==> src/sv/mcg_pkg.sv <==
// ----------------------------------------------------------------------------
// mcg_pkg: shared types and constants for the month calendar grid
// Field widths, cell kinds, the page descriptor and calendar tables.
// ----------------------------------------------------------------------------
package mcg_pkg;

	localparam int YEAR_W  = 14;
	localparam int MONTH_W = 4;
	localparam int DAY_W   = 5;
	localparam int KIND_W  = 2;

	localparam int CELLS  = 42;
	localparam int CELL_W = 6;

	// floor(q / 25) == (q * RECIP_25) >> RECIP_25_SH, exact for q < 4681
	localparam logic [11:0] RECIP_25    = 12'd2622;
	localparam int          RECIP_25_SH = 16;
	// floor(x / 7) == (x * RECIP_7) >> RECIP_7_SH, exact for x < 43690
	localparam logic [15:0] RECIP_7     = 16'd37450;
	localparam int          RECIP_7_SH  = 18;

	localparam logic [MONTH_W-1:0] JAN = 4'd1;
	localparam logic [MONTH_W-1:0] FEB = 4'd2;
	localparam logic [MONTH_W-1:0] MAR = 4'd3;
	localparam logic [MONTH_W-1:0] DEC = 4'd12;

	typedef enum logic [KIND_W-1:0] {
		KIND_PREV = 2'd0,
		KIND_CUR  = 2'd1,
		KIND_NEXT = 2'd2
	} cell_kind_t;

	// one page worth of layout, front to back
	typedef struct packed {
		logic [2:0]       head;      // weekday of the 1st, 0 = Sunday
		logic [DAY_W-1:0] len;       // days in given month
		logic [DAY_W-1:0] prev_len;  // days in previous month
		logic [DAY_W-1:0] today;
	} page_desc_t;

	// days before the first of month m in a common year
	function automatic logic [8:0] cum_days(input logic [MONTH_W-1:0] m);
		logic [8:0] d;
		case (m)
			4'd1:    d = 9'd0;
			4'd2:    d = 9'd31;
			4'd3:    d = 9'd59;
			4'd4:    d = 9'd90;
			4'd5:    d = 9'd120;
			4'd6:    d = 9'd151;
			4'd7:    d = 9'd181;
			4'd8:    d = 9'd212;
			4'd9:    d = 9'd243;
			4'd10:   d = 9'd273;
			4'd11:   d = 9'd304;
			4'd12:   d = 9'd334;
			default: d = 9'd0;
		endcase
		return d;
	endfunction

	function automatic logic [DAY_W-1:0] month_days(input logic [MONTH_W-1:0] m,
	                                                input logic leap);
		logic [DAY_W-1:0] d;
		case (m)
			4'd2:                      d = leap ? 5'd29 : 5'd28;
			4'd4, 4'd6, 4'd9, 4'd11:   d = 5'd30;
			default:                   d = 5'd31;
		endcase
		return d;
	endfunction

endpackage

==> src/sv/mcg_date_if.sv <==
// ----------------------------------------------------------------------------
// mcg_date_if: request channel carrying one year/month/today beat
// Valid/ready handshake with source and sink modports.
// ----------------------------------------------------------------------------
interface mcg_date_if;
	logic                          valid;
	logic                          ready;
	logic [mcg_pkg::YEAR_W-1:0]    year;
	logic [mcg_pkg::MONTH_W-1:0]   month;
	logic [mcg_pkg::DAY_W-1:0]     today_day;

	modport source (output valid, output year, output month, output today_day, input ready);
	modport sink   (input valid, input year, input month, input today_day, output ready);
endinterface

==> src/sv/mcg_page_if.sv <==
// ----------------------------------------------------------------------------
// mcg_page_if: result channel carrying one calendar cell per beat
// Valid/ready handshake with source and sink modports.
// ----------------------------------------------------------------------------
interface mcg_page_if;
	logic                         valid;
	logic                         ready;
	logic [mcg_pkg::DAY_W-1:0]    day_number;
	logic [mcg_pkg::KIND_W-1:0]   cell_kind;
	logic                         is_today;
	logic                         last_cell;

	modport source (output valid, output day_number, output cell_kind, output is_today,
	                output last_cell, input ready);
	modport sink   (input valid, input day_number, input cell_kind, input is_today,
	                input last_cell, output ready);
endinterface

==> src/sv/mcg_front.sv <==
// ----------------------------------------------------------------------------
// mcg_front: page layout pipeline
// Four stages turn year/month/today into weekday of the 1st and month lengths.
// ----------------------------------------------------------------------------
module mcg_front (
	input  logic                clk,
	input  logic                arst_n,
	mcg_date_if.sink            date,
	output logic                push_valid,
	input  logic                push_ready,
	output mcg_pkg::page_desc_t push_desc
);

	logic en;
	logic v_s1, v_s2, v_s3, v_s4;

	// stage 0: clamp inputs
	logic [mcg_pkg::YEAR_W-1:0]  y_c;
	logic [mcg_pkg::MONTH_W-1:0] m_c;

	assign y_c = (date.year == '0) ? 14'd1 : date.year;
	assign m_c = (date.month == '0) ? mcg_pkg::JAN :
	             (date.month > mcg_pkg::DEC) ? mcg_pkg::DEC : date.month;

	assign en         = !v_s4 || push_ready;
	assign date.ready = en;

	// stage 1
	logic [13:0]                 p_s1;
	logic [11:0]                 yq_s1;
	logic [3:0]                  ylo_s1;
	logic [mcg_pkg::MONTH_W-1:0] m_s1;
	logic [mcg_pkg::DAY_W-1:0]   today_s1;

	// stage 2
	logic [13:0]                 p_s2;
	logic [11:0]                 yq_s2;
	logic [3:0]                  ylo_s2;
	logic [mcg_pkg::MONTH_W-1:0] m_s2;
	logic [mcg_pkg::DAY_W-1:0]   today_s2;
	logic [7:0]                  p100_s2;
	logic [5:0]                  p400_s2;
	logic [7:0]                  yc_s2;

	logic [23:0] prod_p100, prod_p400, prod_yc;

	assign prod_p100 = 24'(p_s1[13:2]) * 24'(mcg_pkg::RECIP_25);
	assign prod_p400 = 24'(p_s1[13:4]) * 24'(mcg_pkg::RECIP_25);
	assign prod_yc   = 24'(yq_s1) * 24'(mcg_pkg::RECIP_25);

	// stage 3
	logic [14:0]               x_s3;
	logic [mcg_pkg::DAY_W-1:0] len_s3, plen_s3, today_s3;

	logic [11:0]               yc25;
	logic                      div25, leap;
	logic [8:0]                doy;
	logic [15:0]               x_sum;
	logic [mcg_pkg::MONTH_W-1:0] pm;

	assign yc25  = {yc_s2, 4'b0} + {1'b0, yc_s2, 3'b0} + 12'(yc_s2);
	assign div25 = (yc25 == yq_s2);
	// leap: by 4, and either not by 100 or by 400 (by 100 and 16)
	assign leap  = (ylo_s2[1:0] == 2'b00) && (!div25 || (ylo_s2[3:2] == 2'b00));
	assign doy   = mcg_pkg::cum_days(m_s2) + 9'((leap && (m_s2 > mcg_pkg::FEB)) ? 1 : 0)
	               + 9'd1;
	assign x_sum = 16'(p_s2) + 16'(p_s2[13:2]) - 16'(p100_s2) + 16'(p400_s2) + 16'(doy);
	assign pm    = (m_s2 == mcg_pkg::JAN) ? mcg_pkg::DEC : m_s2 - 4'd1;

	// stage 4
	logic [14:0]               x_s4;
	logic [11:0]               q7_s4;
	logic [mcg_pkg::DAY_W-1:0] len_s4, plen_s4, today_s4;

	logic [31:0] prod_q7;
	logic [14:0] q7x7;

	assign prod_q7 = 32'(x_s3) * 32'(mcg_pkg::RECIP_7);
	assign q7x7    = {q7_s4, 3'b0} - 15'(q7_s4);

	always_ff @(posedge clk or negedge arst_n) begin
		if (!arst_n) begin
			v_s1 <= 1'b0;
			v_s2 <= 1'b0;
			v_s3 <= 1'b0;
			v_s4 <= 1'b0;
		end else if (en) begin
			v_s1 <= date.valid;
			v_s2 <= v_s1;
			v_s3 <= v_s2;
			v_s4 <= v_s3;
		end
	end

	always_ff @(posedge clk) begin
		if (en) begin
			p_s1     <= y_c - 14'd1;
			yq_s1    <= y_c[13:2];
			ylo_s1   <= y_c[3:0];
			m_s1     <= m_c;
			today_s1 <= date.today_day;

			p_s2     <= p_s1;
			yq_s2    <= yq_s1;
			ylo_s2   <= ylo_s1;
			m_s2     <= m_s1;
			today_s2 <= today_s1;
			p100_s2  <= prod_p100[mcg_pkg::RECIP_25_SH +: 8];
			p400_s2  <= prod_p400[mcg_pkg::RECIP_25_SH +: 6];
			yc_s2    <= prod_yc[mcg_pkg::RECIP_25_SH +: 8];

			x_s3     <= x_sum[14:0];
			len_s3   <= mcg_pkg::month_days(m_s2, leap);
			plen_s3  <= mcg_pkg::month_days(pm, leap);
			today_s3 <= today_s2;

			x_s4     <= x_s3;
			q7_s4    <= prod_q7[mcg_pkg::RECIP_7_SH +: 12];
			len_s4   <= len_s3;
			plen_s4  <= plen_s3;
			today_s4 <= today_s3;
		end
	end

	logic [14:0] rem7;
	assign rem7 = x_s4 - q7x7;

	assign push_valid         = v_s4;
	assign push_desc.head     = rem7[2:0];
	assign push_desc.len      = len_s4;
	assign push_desc.prev_len = plen_s4;
	assign push_desc.today    = today_s4;

endmodule

==> src/sv/mcg_queue.sv <==
// ----------------------------------------------------------------------------
// mcg_queue: two-entry descriptor queue
// Decouples the layout pipeline from the cell sequencer.
// ----------------------------------------------------------------------------
module mcg_queue (
	input  logic                clk,
	input  logic                arst_n,
	input  logic                push_valid,
	output logic                push_ready,
	input  mcg_pkg::page_desc_t push_desc,
	output logic                pop_valid,
	input  logic                pop_ready,
	output mcg_pkg::page_desc_t pop_desc
);

	mcg_pkg::page_desc_t mem_q [2];
	logic                wr_ptr_q, rd_ptr_q;
	logic [1:0]          count_q;
	logic                push, pop;

	assign push_ready = (count_q != 2'd2);
	assign pop_valid  = (count_q != 2'd0);
	assign pop_desc   = mem_q[rd_ptr_q];
	assign push       = push_valid && push_ready;
	assign pop        = pop_valid && pop_ready;

	always_ff @(posedge clk or negedge arst_n) begin
		if (!arst_n) begin
			wr_ptr_q <= 1'b0;
			rd_ptr_q <= 1'b0;
			count_q  <= 2'd0;
		end else begin
			if (push) wr_ptr_q <= !wr_ptr_q;
			if (pop)  rd_ptr_q <= !rd_ptr_q;
			count_q <= count_q + 2'(push) - 2'(pop);
		end
	end

	always_ff @(posedge clk) begin
		if (push) mem_q[wr_ptr_q] <= push_desc;
	end

`ifndef SYNTHESIS
	a_count_bound: assert property (@(posedge clk) disable iff (!arst_n)
		count_q != 2'd3)
		else $error("queue count overflow");
`endif

endmodule

==> src/sv/mcg_back.sv <==
// ----------------------------------------------------------------------------
// mcg_back: cell sequencer
// Walks the 42 cells of a page, one per beat, into an output register.
// ----------------------------------------------------------------------------
module mcg_back (
	input  logic                clk,
	input  logic                arst_n,
	input  logic                pop_valid,
	output logic                pop_ready,
	input  mcg_pkg::page_desc_t pop_desc,
	mcg_page_if.source          page
);

	logic                        busy_q;
	logic [mcg_pkg::CELL_W-1:0]  k_q;
	mcg_pkg::cell_kind_t         kind_q;
	logic [mcg_pkg::DAY_W-1:0]   day_q, len_q, plen_q, today_q;

	logic                        ovalid_q;
	logic [mcg_pkg::DAY_W-1:0]   oday_q;
	mcg_pkg::cell_kind_t         okind_q;
	logic                        otoday_q, olast_q;

	logic adv, last, pop;

	assign adv       = busy_q && (!ovalid_q || page.ready);
	assign last      = (k_q == mcg_pkg::CELL_W'(mcg_pkg::CELLS - 1));
	assign pop       = pop_valid && (!busy_q || (adv && last));
	assign pop_ready = !busy_q || (adv && last);

	// walk to the next cell
	mcg_pkg::cell_kind_t       kind_nx;
	logic [mcg_pkg::DAY_W-1:0] day_nx;

	always_comb begin
		kind_nx = kind_q;
		day_nx  = day_q + 5'd1;
		if (kind_q == mcg_pkg::KIND_PREV && day_q == plen_q) begin
			kind_nx = mcg_pkg::KIND_CUR;
			day_nx  = 5'd1;
		end else if (kind_q == mcg_pkg::KIND_CUR && day_q == len_q) begin
			kind_nx = mcg_pkg::KIND_NEXT;
			day_nx  = 5'd1;
		end
	end

	always_ff @(posedge clk or negedge arst_n) begin
		if (!arst_n) begin
			busy_q   <= 1'b0;
			ovalid_q <= 1'b0;
		end else begin
			if (pop)
				busy_q <= 1'b1;
			else if (adv && last)
				busy_q <= 1'b0;
			if (adv)
				ovalid_q <= 1'b1;
			else if (page.ready)
				ovalid_q <= 1'b0;
		end
	end

	always_ff @(posedge clk) begin
		if (adv) begin
			oday_q   <= day_q;
			okind_q  <= kind_q;
			otoday_q <= (kind_q == mcg_pkg::KIND_CUR) && (day_q == today_q);
			olast_q  <= last;
		end
		if (pop) begin
			k_q     <= '0;
			len_q   <= pop_desc.len;
			plen_q  <= pop_desc.prev_len;
			today_q <= pop_desc.today;
			if (pop_desc.head == 3'd0) begin
				kind_q <= mcg_pkg::KIND_CUR;
				day_q  <= 5'd1;
			end else begin
				kind_q <= mcg_pkg::KIND_PREV;
				day_q  <= pop_desc.prev_len - 5'(pop_desc.head) + 5'd1;
			end
		end else if (adv) begin
			k_q    <= k_q + 6'd1;
			kind_q <= kind_nx;
			day_q  <= day_nx;
		end
	end

	assign page.valid      = ovalid_q;
	assign page.day_number = oday_q;
	assign page.cell_kind  = okind_q;
	assign page.is_today   = otoday_q;
	assign page.last_cell  = olast_q;

`ifndef SYNTHESIS
	a_today_cur: assert property (@(posedge clk) disable iff (!arst_n)
		page.valid && page.is_today |-> page.cell_kind == mcg_pkg::KIND_CUR)
		else $error("today mark outside given month");
	a_last_next: assert property (@(posedge clk) disable iff (!arst_n)
		page.valid && page.last_cell |-> page.cell_kind == mcg_pkg::KIND_NEXT)
		else $error("last cell not in next month");
	a_last_out: assert property (@(posedge clk) disable iff (!arst_n)
		adv && last |=> page.valid && page.last_cell)
		else $error("last cell lost");
`endif

endmodule

==> src/sv/month_calendar_grid_top.sv <==
// ----------------------------------------------------------------------------
// month_calendar_grid_top: six-week Sunday-first calendar page generator
// Front layout pipeline, descriptor queue and cell sequencer.
// ----------------------------------------------------------------------------
// Each date beat (year, month, today_day) yields 42 page beats, one cell per
// cycle unless page.ready stalls it, Sunday first: the closing days of the
// previous month, the days of the given month (is_today set on the matching
// day), then days 1, 2, ... of the next month, with last_cell marking the
// 42nd. The cell sequencer's counter walks the page and rolls straight into
// the next page with no gap when its descriptor is already queued. A
// four-stage layout pipeline (day count since year 1 via reciprocal
// multiplies, leap rule, mod 7) feeds a two-entry queue, so new dates keep
// being taken while a page is still being drained. Year 0 reads as year 1,
// month 0 as January and months above 12 as December; a today_day of 0 or
// past the month end marks no cell. No configuration, no state beyond reset.
// ----------------------------------------------------------------------------
module month_calendar_grid_top (
	input  logic       clk,
	input  logic       arst_n,
	mcg_date_if.sink   date,
	mcg_page_if.source page
);

	// layout pipeline -> queue
	logic                push_valid, push_ready;
	mcg_pkg::page_desc_t push_desc;

	// queue -> cell sequencer
	logic                pop_valid, pop_ready;
	mcg_pkg::page_desc_t pop_desc;

	mcg_front u_front (
		.clk        (clk),
		.arst_n     (arst_n),
		.date       (date),
		.push_valid (push_valid),
		.push_ready (push_ready),
		.push_desc  (push_desc)
	);

	mcg_queue u_queue (
		.clk        (clk),
		.arst_n     (arst_n),
		.push_valid (push_valid),
		.push_ready (push_ready),
		.push_desc  (push_desc),
		.pop_valid  (pop_valid),
		.pop_ready  (pop_ready),
		.pop_desc   (pop_desc)
	);

	mcg_back u_back (
		.clk       (clk),
		.arst_n    (arst_n),
		.pop_valid (pop_valid),
		.pop_ready (pop_ready),
		.pop_desc  (pop_desc),
		.page      (page)
	);

endmodule
==> src/flat_wrapper.sv <==
// flat-port wrapper written by rule: the top's interface ports become plain ports
module month_calendar_grid_top_flat 
  (clk, arst_n, date_valid, date_year, date_month, date_today_day, date_ready, page_valid, page_day_number, page_cell_kind, page_is_today, page_last_cell, page_ready);
  mcg_date_if date_i ();
  mcg_page_if page_i ();
  input  logic clk;
  input  logic arst_n;
  input wire logic [$bits(date_i.valid)-1:0] date_valid;
  input wire logic [$bits(date_i.year)-1:0] date_year;
  input wire logic [$bits(date_i.month)-1:0] date_month;
  input wire logic [$bits(date_i.today_day)-1:0] date_today_day;
  output wire logic [$bits(date_i.ready)-1:0] date_ready;
  output wire logic [$bits(page_i.valid)-1:0] page_valid;
  output wire logic [$bits(page_i.day_number)-1:0] page_day_number;
  output wire logic [$bits(page_i.cell_kind)-1:0] page_cell_kind;
  output wire logic [$bits(page_i.is_today)-1:0] page_is_today;
  output wire logic [$bits(page_i.last_cell)-1:0] page_last_cell;
  input wire logic [$bits(page_i.ready)-1:0] page_ready;
  assign date_i.valid = date_valid;
  assign date_i.year = date_year;
  assign date_i.month = date_month;
  assign date_i.today_day = date_today_day;
  assign date_ready = date_i.ready;
  assign page_valid = page_i.valid;
  assign page_day_number = page_i.day_number;
  assign page_cell_kind = page_i.cell_kind;
  assign page_is_today = page_i.is_today;
  assign page_last_cell = page_i.last_cell;
  assign page_i.ready = page_ready;
  month_calendar_grid_top u_core (.clk(clk), .arst_n(arst_n), .date(date_i), .page(page_i));
endmodule
==> config.mk <==
export PLATFORM = sky130hd
export DESIGN_NAME = month_calendar_grid_top_flat
export DESIGN_NICKNAME = d
export VERILOG_FILES = /design/src/sv/mcg_pkg.sv /design/src/sv/mcg_date_if.sv /design/src/sv/mcg_page_if.sv /design/src/sv/mcg_front.sv /design/src/sv/mcg_queue.sv /design/src/sv/mcg_back.sv /design/src/sv/month_calendar_grid_top.sv /design/src/flat_wrapper.sv
export SDC_FILE = /design/constraint.sdc
export NUM_CORES = 1
export LEC_CHECK = 0
export BUFFER_PORTS_ARGS = -buffer_cell sky130_fd_sc_hd__buf_2
export CAP_MARGIN = 20
export CORE_MARGIN = 2
export CORE_UTILIZATION = 60
export CTS_BUF_LIST = sky130_fd_sc_hd__clkbuf_4 sky130_fd_sc_hd__clkbuf_8
export CTS_CLUSTER_SIZE = 40
export DETAILED_ROUTE_END_ITERATION = 7
export PLACE_DENSITY = 0.88
export SYNTH_ARGS = -nofsm -noshare
export SYNTH_HDL_FRONTEND = slang
export SYNTH_HIERARCHICAL = 1
export SYNTH_SLANG_ARGS = --single-unit
==> constraint.sdc <==
create_clock -name clk -period 10.2 [get_ports clk]
set_input_delay 2.04 -clock clk [delete_from_list [all_inputs] [get_ports clk]]
set_output_delay 2.04 -clock clk [all_outputs]
set_load 0.05 [all_outputs]
==> summary.txt, run 1 <==
Outcome
  • Status: complete, no violations

Global routing
  • Remaining Overflow, GRT: 0
  • Global-route wire length before repair: 57700 um
  • Number of global-route vias before repair: 12502
  • Number of antenna violations at the first check in global routing: 0
  • All-Layer GR Usage: 0.217
  • Pin count of the biggest net entering global routing: 87

Timing
  • Transition time of the tightest slew-check pin: 1.08 ns
  • Final number of max-transition violations: 0
  • Setup violations, final: 0
  • Top achievable clock speed: 151 MHz
  • Worst clock skew: 0.0313 ns
  • Post-Route Setup TNS: 0 ns
  • Worst-case headroom to the max-slew limit: 0.278
  • Unrepaired setup endpoints after global routing: no
  • Number of hold violations in the final report: 0
  • Final Worst Setup Slack: 3.58 ns
  • Period utilization: 0.649
  • Clock period minus worst slack: 6.62 ns
  • Worst hold slack across all endpoints: 0.419 ns

Route
  • Number of remaining DRC errors: 0
  • Starting DRT DRC Count: 471
  • Wire length per cell: 16.5 um
  • Avg Vias per Cell: 5.50
  • Antenna Nets Post-Route: 0
  • Final wirelength: 33800 um
  • Via count: 11248
  • First-pass DRT Iterations: 4

Synthesis
  • Most used DFF post-synth: sky130_fd_sc_hd__edfxtp_1
  • Number of enable-type register cells in the synthesized netlist: 202
  • Synth warnings: 6
  • Flip-flop and latch count after synthesis: 227
  • Synthesized instance count: 1568
  • Fraction of synthesis flops using an asynchronous set or reset pin: 0.0441
  • Count of unique library cells instantiated by Yosys: 70
  • Post-Synthesis Cell Area: 0.0189 mm^2
  • Mean post-synth cell area: 12.1 um^2
  • Share of synthesized area occupied by flip-flops and latches: 0.350

Flow run
  • Number of maximum-capacitance constraint violations: 0

Clock network
  • Maximum clock insertion buffer count: 3
  • Post-CTS clock slew at the launch and capture registers of the worst setup and hold paths: 0.06 ns
  • Clock sinks: 227
  • Post_cts resized: 0
  • Count of H-tree levels built during CTS: 2
  • Clock latency at the later pin of the worst-skew pair: 0.55 ns
  • Post-CTS Setup Bufs: 0
  • Hold-fix buffer count after cts: 0
  • Clock tree from TritonCTS: yes
  • Clock root buffer: sky130_fd_sc_hd__clkbuf_8
  • CTS Buf Count: 36

Critical path
  • Most Frequent Cell on Critical Path: sky130_fd_sc_hd__ha_1
  • Setup slack of the worst register-to-register path: 3.58 ns
  • Nature of the critical path endpoint: flip-flop
  • Worst-path cell with the longest stage delay: sky130_fd_sc_hd__fa_1
  • R2R cell count: 27
  • Largest incremental delay on the critical path: 0.54 ns
  • WP data required: 10.48 ns
  • Critical path arrival: 6.91 ns
  • Critical path class: flip-flop to flip-flop
  • Kind of launch point of the worst setup path: flip-flop
  • Largest fanout of any net on the critical path: 5

Finish
  • Area grow syn2layout: 7.01%
  • Fraction of final layout cells sized beyond drive strength 1: 0.0865
  • Number of fill cells in the layout: 2241
  • Number of inserted diodes: 0
  • Post-layout net count: 2161

Floorplanning
  • Ports: 38
  • Die X: 182 um
  • Site row count: 65
  • Die area: 0.0329 mm^2
  • Area of the core: 0.0313 mm^2
  • Starting Density: 0.604
  • Vert. Die Dim: 182 um

Placement
  • Post-Place Setup Slack: 3.67 ns
  • Number of I/O port buffers: 37
  • Gp weighted congestion: 0.856
  • HPWL after detailed placement: 25700 um

Hold path
  • Worst min path class: flip-flop to flip-flop
  • Worst hold path depth: 0
[through the flow]
stage                     cell area (um^2)  instances   util
after floorplan                      18900       1573      -
after global placement               19500       1981  0.622
after detailed placement             19500       1981  0.622
after CTS                            20200       2044  0.646
after global routing                 20200       2044  0.646
final                                20200       2044  0.646
[registers in the layout, summed over array words and instances, names as in the netlist, 5 cells and up, named ones only]
name	flops
u_core/u_back/day_q	5
u_core/u_back/k_q	6
u_core/u_back/len_q	5
u_core/u_back/page.day_number	5
u_core/u_back/plen_q	5
u_core/u_back/today_q	5
u_core/u_front/p100_s2	8
u_core/u_front/p400_s2	6
u_core/u_front/p_s1	14
u_core/u_front/p_s2	14
u_core/u_front/today_s1	5
u_core/u_front/today_s2	5
u_core/u_front/today_s3	5
u_core/u_front/today_s4	5
u_core/u_front/x_s3	15
u_core/u_front/yc_s2	8
u_core/u_front/yq_s1	12
u_core/u_front/yq_s2	12
u_core/u_queue/mem_q	36
[critical path: cells and delay by family, from the launching register on]
kind | cells | cell delay, ns
AOI/OAI and AO/OA | 9 | 2.15
adders and majority gates | 8 | 2.74
xor gates and xnor gates | 3 | 0.44
buffers and inverters | 3 | 0.19
DFF | 1 | 0.41
and+or+nand+nor | 4 | 0.45
[cell usage after synthesis, types with 3 or more instances]
cell type	number	area, um^2
sky130_fd_sc_hd__fa_1	163	3260
sky130_fd_sc_hd__nand2b_1	12	75.1
sky130_fd_sc_hd__dfrtp_1	10	250
sky130_fd_sc_hd__nor2_1	43	161
sky130_fd_sc_hd__xor2_1	38	333
sky130_fd_sc_hd__a31o_2	4	35.0
sky130_fd_sc_hd__nand2_1	48	180
sky130_fd_sc_hd__a21oi_1	52	260
sky130_fd_sc_hd__o21ai_0	28	140
sky130_fd_sc_hd__nor3_1	10	50.1
sky130_fd_sc_hd__buf_4	8	60.1
sky130_fd_sc_hd__nand4_1	13	81.3
sky130_fd_sc_hd__inv_1	315	1180
sky130_fd_sc_hd__dfxtp_1	15	300
sky130_fd_sc_hd__mux2i_1	4	40.0
sky130_fd_sc_hd__nand4b_1	3	26.3
sky130_fd_sc_hd__a21o_1	12	90.1
sky130_fd_sc_hd__a211oi_1	8	60.1
sky130_fd_sc_hd__edfxtp_1	202	6070
sky130_fd_sc_hd__and2_1	3	18.8
sky130_fd_sc_hd__nor4_1	5	31.3
sky130_fd_sc_hd__clkbuf_1	18	67.6
sky130_fd_sc_hd__nand3_1	17	85.1
sky130_fd_sc_hd__clkbuf_2	3	15.0
sky130_fd_sc_hd__or3_1	6	37.5
sky130_fd_sc_hd__nor2b_1	5	31.3
sky130_fd_sc_hd__mux2_2	22	248
sky130_fd_sc_hd__nor3b_1	3	22.5
sky130_fd_sc_hd__ha_1	354	4430
sky130_fd_sc_hd__or2_2	3	18.8
sky130_fd_sc_hd__o22ai_1	3	18.8
sky130_fd_sc_hd__o21bai_1	8	60.1
sky130_fd_sc_hd__o21a_1	6	45.0
sky130_fd_sc_hd__xnor2_1	73	639
sky130_fd_sc_hd__a31oi_1	3	18.8
sky130_fd_sc_hd__o2111ai_1	3	26.3
[logic make-up (layout without fill, tap and decap cells)]
kind of cell | Yosys count | after routing | synth area share
DFF | 227 | 227 | 0.350
other | 1 | 6 | 0.000198
and+or+nand+nor | 187 | 187 | 0.0503
xor gates and xnor gates | 112 | 112 | 0.0523
AOI/OAI and AO/OA | 148 | 148 | 0.0525
muxes | 27 | 27 | 0.0160
buffers and inverters | 349 | 418 | 0.0720
adders and majority gates | 517 | 517 | 0.407
[layout make-up]
cell class,count,area [um^2],area share
multi-input cells,997,11000,0.542
flip-flops and latches,227,6620,0.327
inverters,316,1190,0.0586
clock buffers,53,636,0.0314
well taps,402,503,0.0249
repair buffers,39,200,0.00989
clock inverters,10,135,0.00668
[cell usage in the layout (no fill, tap or decap), types with 8 or more instances in the layout]
| cell type | n |
|---|---|
| sky130_fd_sc_hd__ha_1 | 354 |
| sky130_fd_sc_hd__inv_1 | 315 |
| sky130_fd_sc_hd__edfxtp_1 | 202 |
| sky130_fd_sc_hd__fa_1 | 163 |
| sky130_fd_sc_hd__xnor2_1 | 73 |
| sky130_fd_sc_hd__a21oi_1 | 52 |
| sky130_fd_sc_hd__nand2_1 | 48 |
| sky130_fd_sc_hd__nor2_1 | 43 |
| sky130_fd_sc_hd__clkbuf_8 | 38 |
| sky130_fd_sc_hd__xor2_1 | 38 |
| sky130_fd_sc_hd__buf_2 | 37 |
| sky130_fd_sc_hd__o21ai_0 | 28 |
| sky130_fd_sc_hd__mux2_2 | 22 |
| sky130_fd_sc_hd__nand3_1 | 17 |
| sky130_fd_sc_hd__clkbuf_4 | 15 |
| sky130_fd_sc_hd__dfxtp_1 | 15 |
| sky130_fd_sc_hd__nand4_1 | 13 |
| sky130_fd_sc_hd__a21o_1 | 12 |
| sky130_fd_sc_hd__nand2b_1 | 11 |
| sky130_fd_sc_hd__nor3_1 | 10 |
| sky130_fd_sc_hd__dfrtp_1 | 10 |
| sky130_fd_sc_hd__a211oi_1 | 8 |
| sky130_fd_sc_hd__o21bai_1 | 8 |
[worst paths after layout]
check,end,from
worst min-delay path,u_core/u_front/today_s2[0],u_core/u_front/today_s1[0]
worst max register to register,u_core/u_front/x_s3[14],u_core/u_front/yc_s2[4]
worst min register to register,u_core/u_front/today_s2[0],u_core/u_front/today_s1[0]
min in group asynchronous,u_core/u_back/page.valid,arst_n
worst max-delay path,u_core/u_front/x_s3[14],u_core/u_front/yc_s2[4]
max in group asynchronous,u_core/u_queue/wr_ptr_q,arst_n
[routing by layer]
| metal | track usage | routed length, um |
|---|---|---|
| met1 | 0.248 | 13400 |
| met4 | 0.0816 | 1050 |
| met2 | 0.406 | 17800 |
| met3 | 0.0383 | 1500 |
| met5 | 0 | 0 |
Power of run 1 is left out: the tool's default activity adds up to more than one toggle a clock period on the data nets, which glitch-free logic cannot reach.
==> inputs of run 2 (changes only) <==
--- a/config.mk
+++ b/config.mk
@@ -5,6 +5,7 @@
 export SDC_FILE = /design/constraint.sdc
 export NUM_CORES = 1
 export LEC_CHECK = 0
+export ABC_AREA = 1
 export BUFFER_PORTS_ARGS = -buffer_cell sky130_fd_sc_hd__buf_2
 export CAP_MARGIN = 20
 export CORE_MARGIN = 2
==> constraint.sdc (replaced) <==
create_clock -name clk -period 6.9 [get_ports clk]
set_input_delay 1.38 -clock clk [delete_from_list [all_inputs] [get_ports clk]]
set_output_delay 1.38 -clock clk [all_outputs]
set_load 0.05 [all_outputs]
==> run 2 against run 1 <==
Against the previous run: synthesized cell count rose by 33%; synthesized area rose by 8.4%; sequential share of layout area fell by 2.5 points; first-iteration DRC count rose by 84%; critical path depth up 5; clock skew down 0.0027 ns; cell count grew 29%; critical endpoint is now u_core/u_front/x_s3[13]; largest cell class unchanged.
==> summary.txt, run 2 <==
Timing
  • Clock period minus worst slack: 5.80 ns (-0.820 ns)
  • Setup violations, final: 0 (unchanged)
  • Transition time of the tightest slew-check pin: 0.962 ns (-0.121 ns)
  • Final Worst Setup Slack: 1.10 ns (-2.48 ns)
  • Period utilization: 0.841 (+0.192)
  • Post-Route Setup TNS: 0 ns (unchanged)
  • Number of hold violations in the final report: 0 (unchanged)
  • Worst-case headroom to the max-slew limit: 0.358 (+0.0799)
  • Unrepaired setup endpoints after global routing: no
  • Worst clock skew: 0.0286 ns (-0.00270 ns)
  • Final number of max-transition violations: 0 (unchanged)
  • Top achievable clock speed: 172 MHz (+14%)

Finish
  • Leading registers by flop count: u_core/u_queue/mem_q x36, u_core/u_front/x_s3 x15
  • Number of fill cells in the layout: 2455 (+9.5%)
  • Area grow syn2layout: 7.04% (about the same)
  • Top register by number of flip-flops: u_core/u_queue/mem_q
  • Number of inserted diodes: 0 (unchanged)
  • Post-layout net count: 2695 (+25%)
  • Fraction of final layout cells sized beyond drive strength 1: 0.0692 (-0.0172)
  • Most common cell after layout, fill and taps aside: sky130_fd_sc_hd__inv_1
  • Number of flip-flops in the largest register: 36 (unchanged)
  • Commonest cells after routing, fill and taps aside: sky130_fd_sc_hd__inv_1, sky130_fd_sc_hd__nand2_1, sky130_fd_sc_hd__ha_1

Synthesis
  • Mux contribution to synthesized area: 0.00110 (-0.0149)
  • Count of unique library cells instantiated by Yosys: 51 (-27%)
  • Fraction of synthesized cell area taken by the top area cell type: 0.296 (-0.0247)
  • Synthesized instance count: 2093 (+33%)
  • Share of the synthesized area in compound gates (AO/OA/AOI/OAI): 0.0463 (-0.00618)
  • Top-count cell post-synth: sky130_fd_sc_hd__inv_1
  • Commonest cells in the netlist: sky130_fd_sc_hd__inv_1, sky130_fd_sc_hd__nand2_1, sky130_fd_sc_hd__ha_1
  • Flip-flop and latch count after synthesis: 227 (unchanged)
  • Main combinational cell family by area after synthesis: adder cells
  • Number of enable-type register cells in the synthesized netlist: 202 (unchanged)
  • Synth area leader: sky130_fd_sc_hd__edfxtp_1
  • Post-Synthesis Cell Area: 0.0205 mm^2 (+8.4%)
  • Fraction of the mapped netlist area in adder cells: 0.375 (-0.0314)
  • Share of synthesized area occupied by flip-flops and latches: 0.323 (-0.0270)
  • Mean post-synth cell area: 9.79 um^2 (-19%)
  • Area share of and/or/nand/nor cells after synthesis: 0.133 (+0.0827)
  • Fraction of synthesis flops using an asynchronous set or reset pin: 0.0441 (unchanged)
  • Post-synthesis share of cell area spent on xor and xnor gates: 0.0312 (-0.0211)
  • Synth warnings: 6 (unchanged)
  • Most used DFF post-synth: sky130_fd_sc_hd__edfxtp_1
  • Biggest area contributors in the synthesized netlist: sky130_fd_sc_hd__edfxtp_1, sky130_fd_sc_hd__ha_1, sky130_fd_sc_hd__fa_1, sky130_fd_sc_hd__inv_1, sky130_fd_sc_hd__nand2_1

Floorplanning
  • Vert. Die Dim: 189 um (+4.0%)
  • Starting Density: 0.609 (+0.00557)
  • Area of the core: 0.0336 mm^2 (+7.4%)
  • Die X: 189 um (+4.0%)
  • Site row count: 67 (+3.1%)
  • Ports: 38 (unchanged)
  • Die area: 0.0356 mm^2 (+8.2%)

Critical path
  • Worst-path cell with the longest stage delay: sky130_fd_sc_hd__fa_1
  • Critical path arrival: 6.10 ns (-0.81 ns)
  • Buffers & Inverters on Critical Path: 5 (+2)
  • Critical path class: flip-flop to flip-flop
  • Largest incremental delay on the critical path: 0.53 ns (about the same)
  • Kind of cell adding the most delay to the critical path: adder cells
  • First element of the critical path: u_core/u_front/yc_s2[4]
  • Largest fanout of any net on the critical path: 5 (unchanged)
  • Kind of launch point of the worst setup path: flip-flop
  • Launch point of the worst reg-to-reg path: u_core/u_front/yc_s2[4]
  • WP data required: 7.19 ns (-3.29 ns)
  • Nature of the critical path endpoint: flip-flop

Clock network
  • Clock sinks: 227 (unchanged)
  • Hold-fix buffer count after cts: 0 (unchanged)
  • Post-CTS Setup Bufs: 0 (unchanged)
  • Post-CTS clock slew at the launch and capture registers of the worst setup and hold paths: 0.06 ns (about the same)
  • CTS Buf Count: 39 (+8.3%)
  • Clock root buffer: sky130_fd_sc_hd__clkbuf_8
  • Clock tree from TritonCTS: yes
  • Clock latency at the later pin of the worst-skew pair: 0.57 ns (+0.02 ns)
  • Post_cts resized: 0 (unchanged)
  • Count of H-tree levels built during CTS: 2 (unchanged)
  • Maximum clock insertion buffer count: 3 (unchanged)

Global routing
  • Number of global-route vias before repair: 15354 (+23%)
  • Pin count of the biggest net entering global routing: 79 (-9.2%)
  • All-Layer GR Usage: 0.241 (+0.0240)
  • Remaining Overflow, GRT: 0 (unchanged)
  • Number of antenna violations at the first check in global routing: 0 (unchanged)
  • Met3 Use GR: 0.0387 (+0.000434)
  • GR Util met2: 0.454 (+0.0472)
  • Global-route wire length before repair: 69500 um (+20%)
  • Met1 Use GR: 0.274 (+0.0259)
  • Most used routing layer in global routing: met2

Route
  • First-pass DRT Iterations: 5 (+1)
  • Starting DRT DRC Count: 867 (+84%)
  • Number of remaining DRC errors: 0 (unchanged)
  • Avg Vias per Cell: 5.41 (-1.8%)
  • Final wirelength: 41400 um (+23%)
  • Antenna Nets Post-Route: 0 (unchanged)
  • Via count: 14212 (+26%)
  • Wire length per cell: 15.8 um (-4.7%)

Flow run
  • Number of maximum-capacitance constraint violations: 0 (unchanged)

Hold path
  • Start point of the worst min-delay path: u_core/u_front/today_s2[4]
  • Worst min path class: flip-flop to flip-flop

Placement
  • HPWL after detailed placement: 32800 um (+28%)
  • Post-Place Setup Slack: 1.14 ns (-2.53 ns)
  • Number of I/O port buffers: 37 (unchanged)
  • Gp weighted congestion: 0.909 (+6.1%)

Outcome
  • Status: complete, no violations
==> run 2: changes by cell type in the layout (fill, tap and decap cells not counted), moves of 10 or more <==
cell                       delta
sky130_fd_sc_hd__a21oi_1     +19
sky130_fd_sc_hd__clkbuf_4    -11
sky130_fd_sc_hd__clkinv_1    +10
sky130_fd_sc_hd__inv_1      +124
sky130_fd_sc_hd__mux2_2      -20
sky130_fd_sc_hd__nand2_1    +315
sky130_fd_sc_hd__nand2_2     +13
sky130_fd_sc_hd__nand2b_1    -11
sky130_fd_sc_hd__nand3_1     +48
sky130_fd_sc_hd__nand4_1     +13
sky130_fd_sc_hd__nor2_1      +77
sky130_fd_sc_hd__o21ai_0     +16
sky130_fd_sc_hd__xnor2_1     -48
sky130_fd_sc_hd__xor2_1      +10
==> run 2: layer usage <==
metal | routed length, um | part of all wire | up-vias
met5 | 0 | 0 | -
met2 | 21800 | 0.53 | 422
li1 | - | - | 6873
met1 | 16100 | 0.39 | 6797
met3 | 2110 | 0.051 | 120
met4 | 1420 | 0.034 | 0
==> run 2: final cells by class <==
type,count,area [um^2],area share
inverter,447,1680,0.0766
multi-input combinational,1397,12100,0.550
sequential,227,6620,0.302
timing repair buffer,39,200,0.00913
clock buffer,45,594,0.0271
clock inverter,26,214,0.00976
tap,448,561,0.0256
==> run 2: final timing paths <==
| check | endpoint | slack [ns] | cells past startpoint |
|---|---|---|---|
| setup / recovery | u_core/u_front/x_s3[13] | 1.10 | 32 |
| max in group asynchronous | u_core/u_front/push_valid | 6.04 | 1 |
| hold reg to reg | u_core/u_front/today_s3[4] | 0.42 | 0 |
| setup reg to reg | u_core/u_front/x_s3[13] | 1.10 | 32 |
| min in group asynchronous | u_core/u_back/busy_q | 0.67 | 1 |
| hold / removal | u_core/u_front/today_s3[4] | 0.42 | 0 |
==> run 2: logic make-up after synthesis <==
| logic type | after synthesis |
|---|---|
| and+or+nand+nor | 633 |
| adders and majority gates | 517 |
| buffers and inverters | 474 |
| DFF | 227 |
| AOI/OAI and AO/OA | 166 |
| xor gates and xnor gates | 73 |
| muxes | 2 |
| other | 1 |
==> run 2: stage by stage <==
stage / utilization / hold slack (ns) / cell area, um^2 / std cells
6_report: 0.652 / 0.419 / 21900 / 2629
5_1_grt: 0.652 / 0.422 / 21900 / 2629
3_3_place_gp: 0.628 / 0.404 / 21100 / 2558
2_1_floorplan: - / 0.400 / 20500 / 2098
4_1_cts: 0.652 / 0.421 / 21900 / 2629
3_5_place_dp: 0.628 / 0.406 / 21100 / 2558
Power of run 2 is left out for the same reason.
==> inputs of run 3 (changes only) <==
--- a/config.mk
+++ b/config.mk
@@ -13,7 +13,7 @@
 export CTS_BUF_LIST = sky130_fd_sc_hd__clkbuf_4 sky130_fd_sc_hd__clkbuf_8
 export CTS_CLUSTER_SIZE = 40
 export DETAILED_ROUTE_END_ITERATION = 7
-export PLACE_DENSITY = 0.88
+export PLACE_DENSITY = 0.91
 export SYNTH_ARGS = -nofsm -noshare
 export SYNTH_HDL_FRONTEND = slang
 export SYNTH_HIERARCHICAL = 1
==> constraint.sdc (replaced) <==
create_clock -name clk -period 4.78 [get_ports clk]
set_input_delay 0.956 -clock clk [delete_from_list [all_inputs] [get_ports clk]]
set_output_delay 0.956 -clock clk [all_outputs]
set_load 0.05 [all_outputs]
==> run 3 against run 2 <==
Against the previous run: the flow now finishes with violations (negative setup slack); die area unchanged; critical path depth increased by 1; via count increased by 4.0%; worst hold slack got worse by 0.18 ns; register-to-register slack got worse by 1.9 ns; maximum frequency increased by 3.9%; sequential share of layout area decreased by 1.2 points; routed wire length increased by 10%; design area increased by 4.2%; count of clock-buffer cells in the layout increased by 1; non-clock buffer count increased by 68; largest cell class unchanged.
==> summary.txt, run 3 (synthesized netlist as in run 2, its figures left out) <==
Clock network
  • Clock latency at the later pin of the worst-skew pair: 0.56 ns (about the same)
  • Maximum clock insertion buffer count: 3 (unchanged)
  • CTS Buf Count: 38 (-2.6%)
  • Clock root buffer: sky130_fd_sc_hd__clkbuf_8
  • Clock tree from TritonCTS: yes
  • Count of H-tree levels built during CTS: 2 (unchanged)
  • Clock sinks: 227 (unchanged)
  • Post-CTS clock slew at the launch and capture registers of the worst setup and hold paths: 0.07 ns (about the same)

Global routing
  • All-Layer GR Usage: 0.251 (+0.00945)
  • Global-route wire length before repair: 71800 um (+3.2%)
  • Number of global-route vias before repair: 15591 (+1.5%)
  • Pin count of the biggest net entering global routing: 84 (+6.3%)
  • Number of antenna violations at the first check in global routing: 0 (unchanged)
  • Remaining Overflow, GRT: 0 (unchanged)

Critical path
  • WP data required: 5.07 ns (-2.12 ns)
  • Launch point of the worst reg-to-reg path: u_core/u_front/yc_s2[0]
  • Kind of launch point of the worst setup path: flip-flop
  • Worst flop-to-flop path endpoint: u_core/u_front/x_s3[13]
  • Buffers & Inverters on Critical Path: 6 (+1)
  • Most Frequent Cell on Critical Path: sky130_fd_sc_hd__inv_2
  • Worst-path cell with the longest stage delay: sky130_fd_sc_hd__fa_1
  • R2R cell count: 33 (+3.1%)
  • Critical path class: flip-flop to flip-flop
  • Critical path arrival: 5.88 ns (-0.22 ns)
  • Nature of the critical path endpoint: flip-flop
  • Largest incremental delay on the critical path: 0.56 ns (+0.03 ns)
  • Setup slack of the worst register-to-register path: -0.80 ns (-1.90 ns)
  • Kind of cell adding the most delay to the critical path: adder cells
  • Largest fanout of any net on the critical path: 4 (-1)

Timing
  • Top achievable clock speed: 179 MHz (+3.9%)
  • Clock period minus worst slack: 5.58 ns (-0.220 ns)
  • Final number of max-transition violations: 0 (unchanged)
  • Period utilization: 1.17 (+0.327)
  • Worst hold slack across all endpoints: 0.240 ns (-0.179 ns)
  • Worst clock skew: 0.0290 ns (+0.000321 ns)
  • Setup violations, final: 13 (+13)
  • Unrepaired setup endpoints after global routing: yes
  • Final Worst Setup Slack: -0.804 ns (-1.90 ns)
  • Number of hold violations in the final report: 0 (unchanged)
  • Worst-case headroom to the max-slew limit: 0.302 (-0.0559)
  • Transition time of the tightest slew-check pin: 1.05 ns (+0.0848 ns)

Finish
  • Top register by number of flip-flops: u_core/u_queue/mem_q
  • Footprint of the flip-flops and latches: 0.00662 mm^2 (unchanged)
  • Fraction of final layout cells sized beyond drive strength 1: 0.126 (+0.0572)
  • Post-layout net count: 2762 (+2.5%)
  • Commonest cells after routing, fill and taps aside: sky130_fd_sc_hd__inv_1, sky130_fd_sc_hd__nand2_1, sky130_fd_sc_hd__ha_1
  • Number of flip-flops in the largest register: 36 (unchanged)
  • Area grow syn2layout: 11.5%
  • Leading registers by flop count: u_core/u_queue/mem_q x36, u_core/u_front/x_s3 x15
  • Most common cell after layout, fill and taps aside: sky130_fd_sc_hd__inv_1
  • Area of the multi-input gates: 0.0125 mm^2 (+3.4%)
  • Count of non-filler cells in the finished layout: 2696 (+2.5%)
  • Area of all placed cells without fillers: 0.0229 mm^2 (+4.2%)
  • Number of fill cells in the layout: 2242 (-8.7%)

Floorplanning
  • Ports: 38 (unchanged)
  • Die area: 0.0356 mm^2 (unchanged)
  • Starting Density: 0.609 (unchanged)
  • Die X: 189 um (unchanged)
  • Area of the core: 0.0336 mm^2 (unchanged)
  • Site row count: 67 (unchanged)
  • Vert. Die Dim: 189 um (unchanged)

Hold path
  • Worst min path class: input pin to async pin

Route
  • Number of remaining DRC errors: 0 (unchanged)
  • Starting DRT DRC Count: 1056 (+22%)
  • First-pass DRT Iterations: 6 (+1)
  • Via count: 14778 (+4.0%)
  • Avg Vias per Cell: 5.48 (+1.4%)
  • Wire length per cell: 17.0 um (+7.6%)
  • Final wirelength: 45700 um (+10%)
  • Antenna Nets Post-Route: 0 (unchanged)

Placement
  • Gp weighted congestion: 0.893 (-1.7%)
  • Placed instance area: 0.0216 mm^2 (+2.2%)
  • HPWL after detailed placement: 33600 um (+2.4%)
  • Cell count after placement: 2608 (+2.0%)
  • Post-Place Setup Slack: -0.650 ns (-1.79 ns)
  • Number of I/O port buffers: 37 (unchanged)

Flow run
  • Number of maximum-capacitance constraint violations: 0 (unchanged)

Outcome
  • Status: finished with violations
  • Failing checks: negative setup slack
run 3: changes by cell type in the layout (fill, tap and decap cells not counted), moves of 7 or more:
cell and change:
sky130_fd_sc_hd__buf_6 +9, sky130_fd_sc_hd__buf_4 +59, sky130_fd_sc_hd__ha_4 +13, sky130_fd_sc_hd__ha_1 -16
sky130_fd_sc_hd__inv_2 +8, sky130_fd_sc_hd__nor2_2 +7, sky130_fd_sc_hd__nor2_1 -8, sky130_fd_sc_hd__inv_1 -8
sky130_fd_sc_hd__a21oi_1 -8
run 3: how the worst max path moves through the flow:
stage | end | cells past startpoint | from | slack [ns]
2_1_floorplan | u_core/u_front/x_s3[13] | 32 | u_core/u_front/yc_s2[0] | -0.27
3_3_place_gp | u_core/u_front/x_s3[13] | 32 | u_core/u_front/yc_s2[0] | -0.46
5_1_grt | u_core/u_front/x_s3[13] | 33 | u_core/u_front/yc_s2[4] | -1.09
6_report | u_core/u_front/x_s3[13] | 33 | u_core/u_front/yc_s2[0] | -0.80
4_1_cts | u_core/u_front/x_s3[13] | 32 | u_core/u_front/yc_s2[4] | -0.50
3_5_place_dp | u_core/u_front/x_s3[12] | 28 | u_core/u_front/yc_s2[0] | -0.65
run 3: cell type report:
| class | instances | share of cell area |
|---|---|---|
| Multi-Input combinational cell | 1397 | 0.546 |
| Sequential cell | 227 | 0.290 |
| Antenna cell | 1 | 0.000110 |
| Tap cell | 448 | 0.0245 |
| Timing Repair Buffer | 107 | 0.0326 |
| Clock inverter | 23 | 0.00810 |
| Inverter | 447 | 0.0735 |
| Clock buffer | 46 | 0.0258 |
run 3: routing by layer:
metal | wire length, um | track usage | vias up
met5 | 0 | 0 | -
met1 | 17200 | 0.270 | 7113
met2 | 24300 | 0.481 | 499
li1 | - | - | 6989
met3 | 2200 | 0.0421 | 177
met4 | 2060 | 0.108 | 0
run 3: per-stage QoR:
step | util | setup TNS [ns]
detailed placement | 0.642 | -5.03
finish | 0.680 | -7.45
global route | 0.680 | -10.30
global placement | 0.642 | -3.02
CTS | 0.673 | -3.54
floorplan | - | -1.01
run 3: what timing repair did:
item                                    in CTS  in global routing
pin swaps                                   38                 20
hold endpoints to repair                     0                  0
hold buffers                                 0                  0
setup buffers                                8                 12
gates resized for setup                     43                 32
endpoints found under the setup margin      15                 23
Power of run 3 is left out for the same reason.
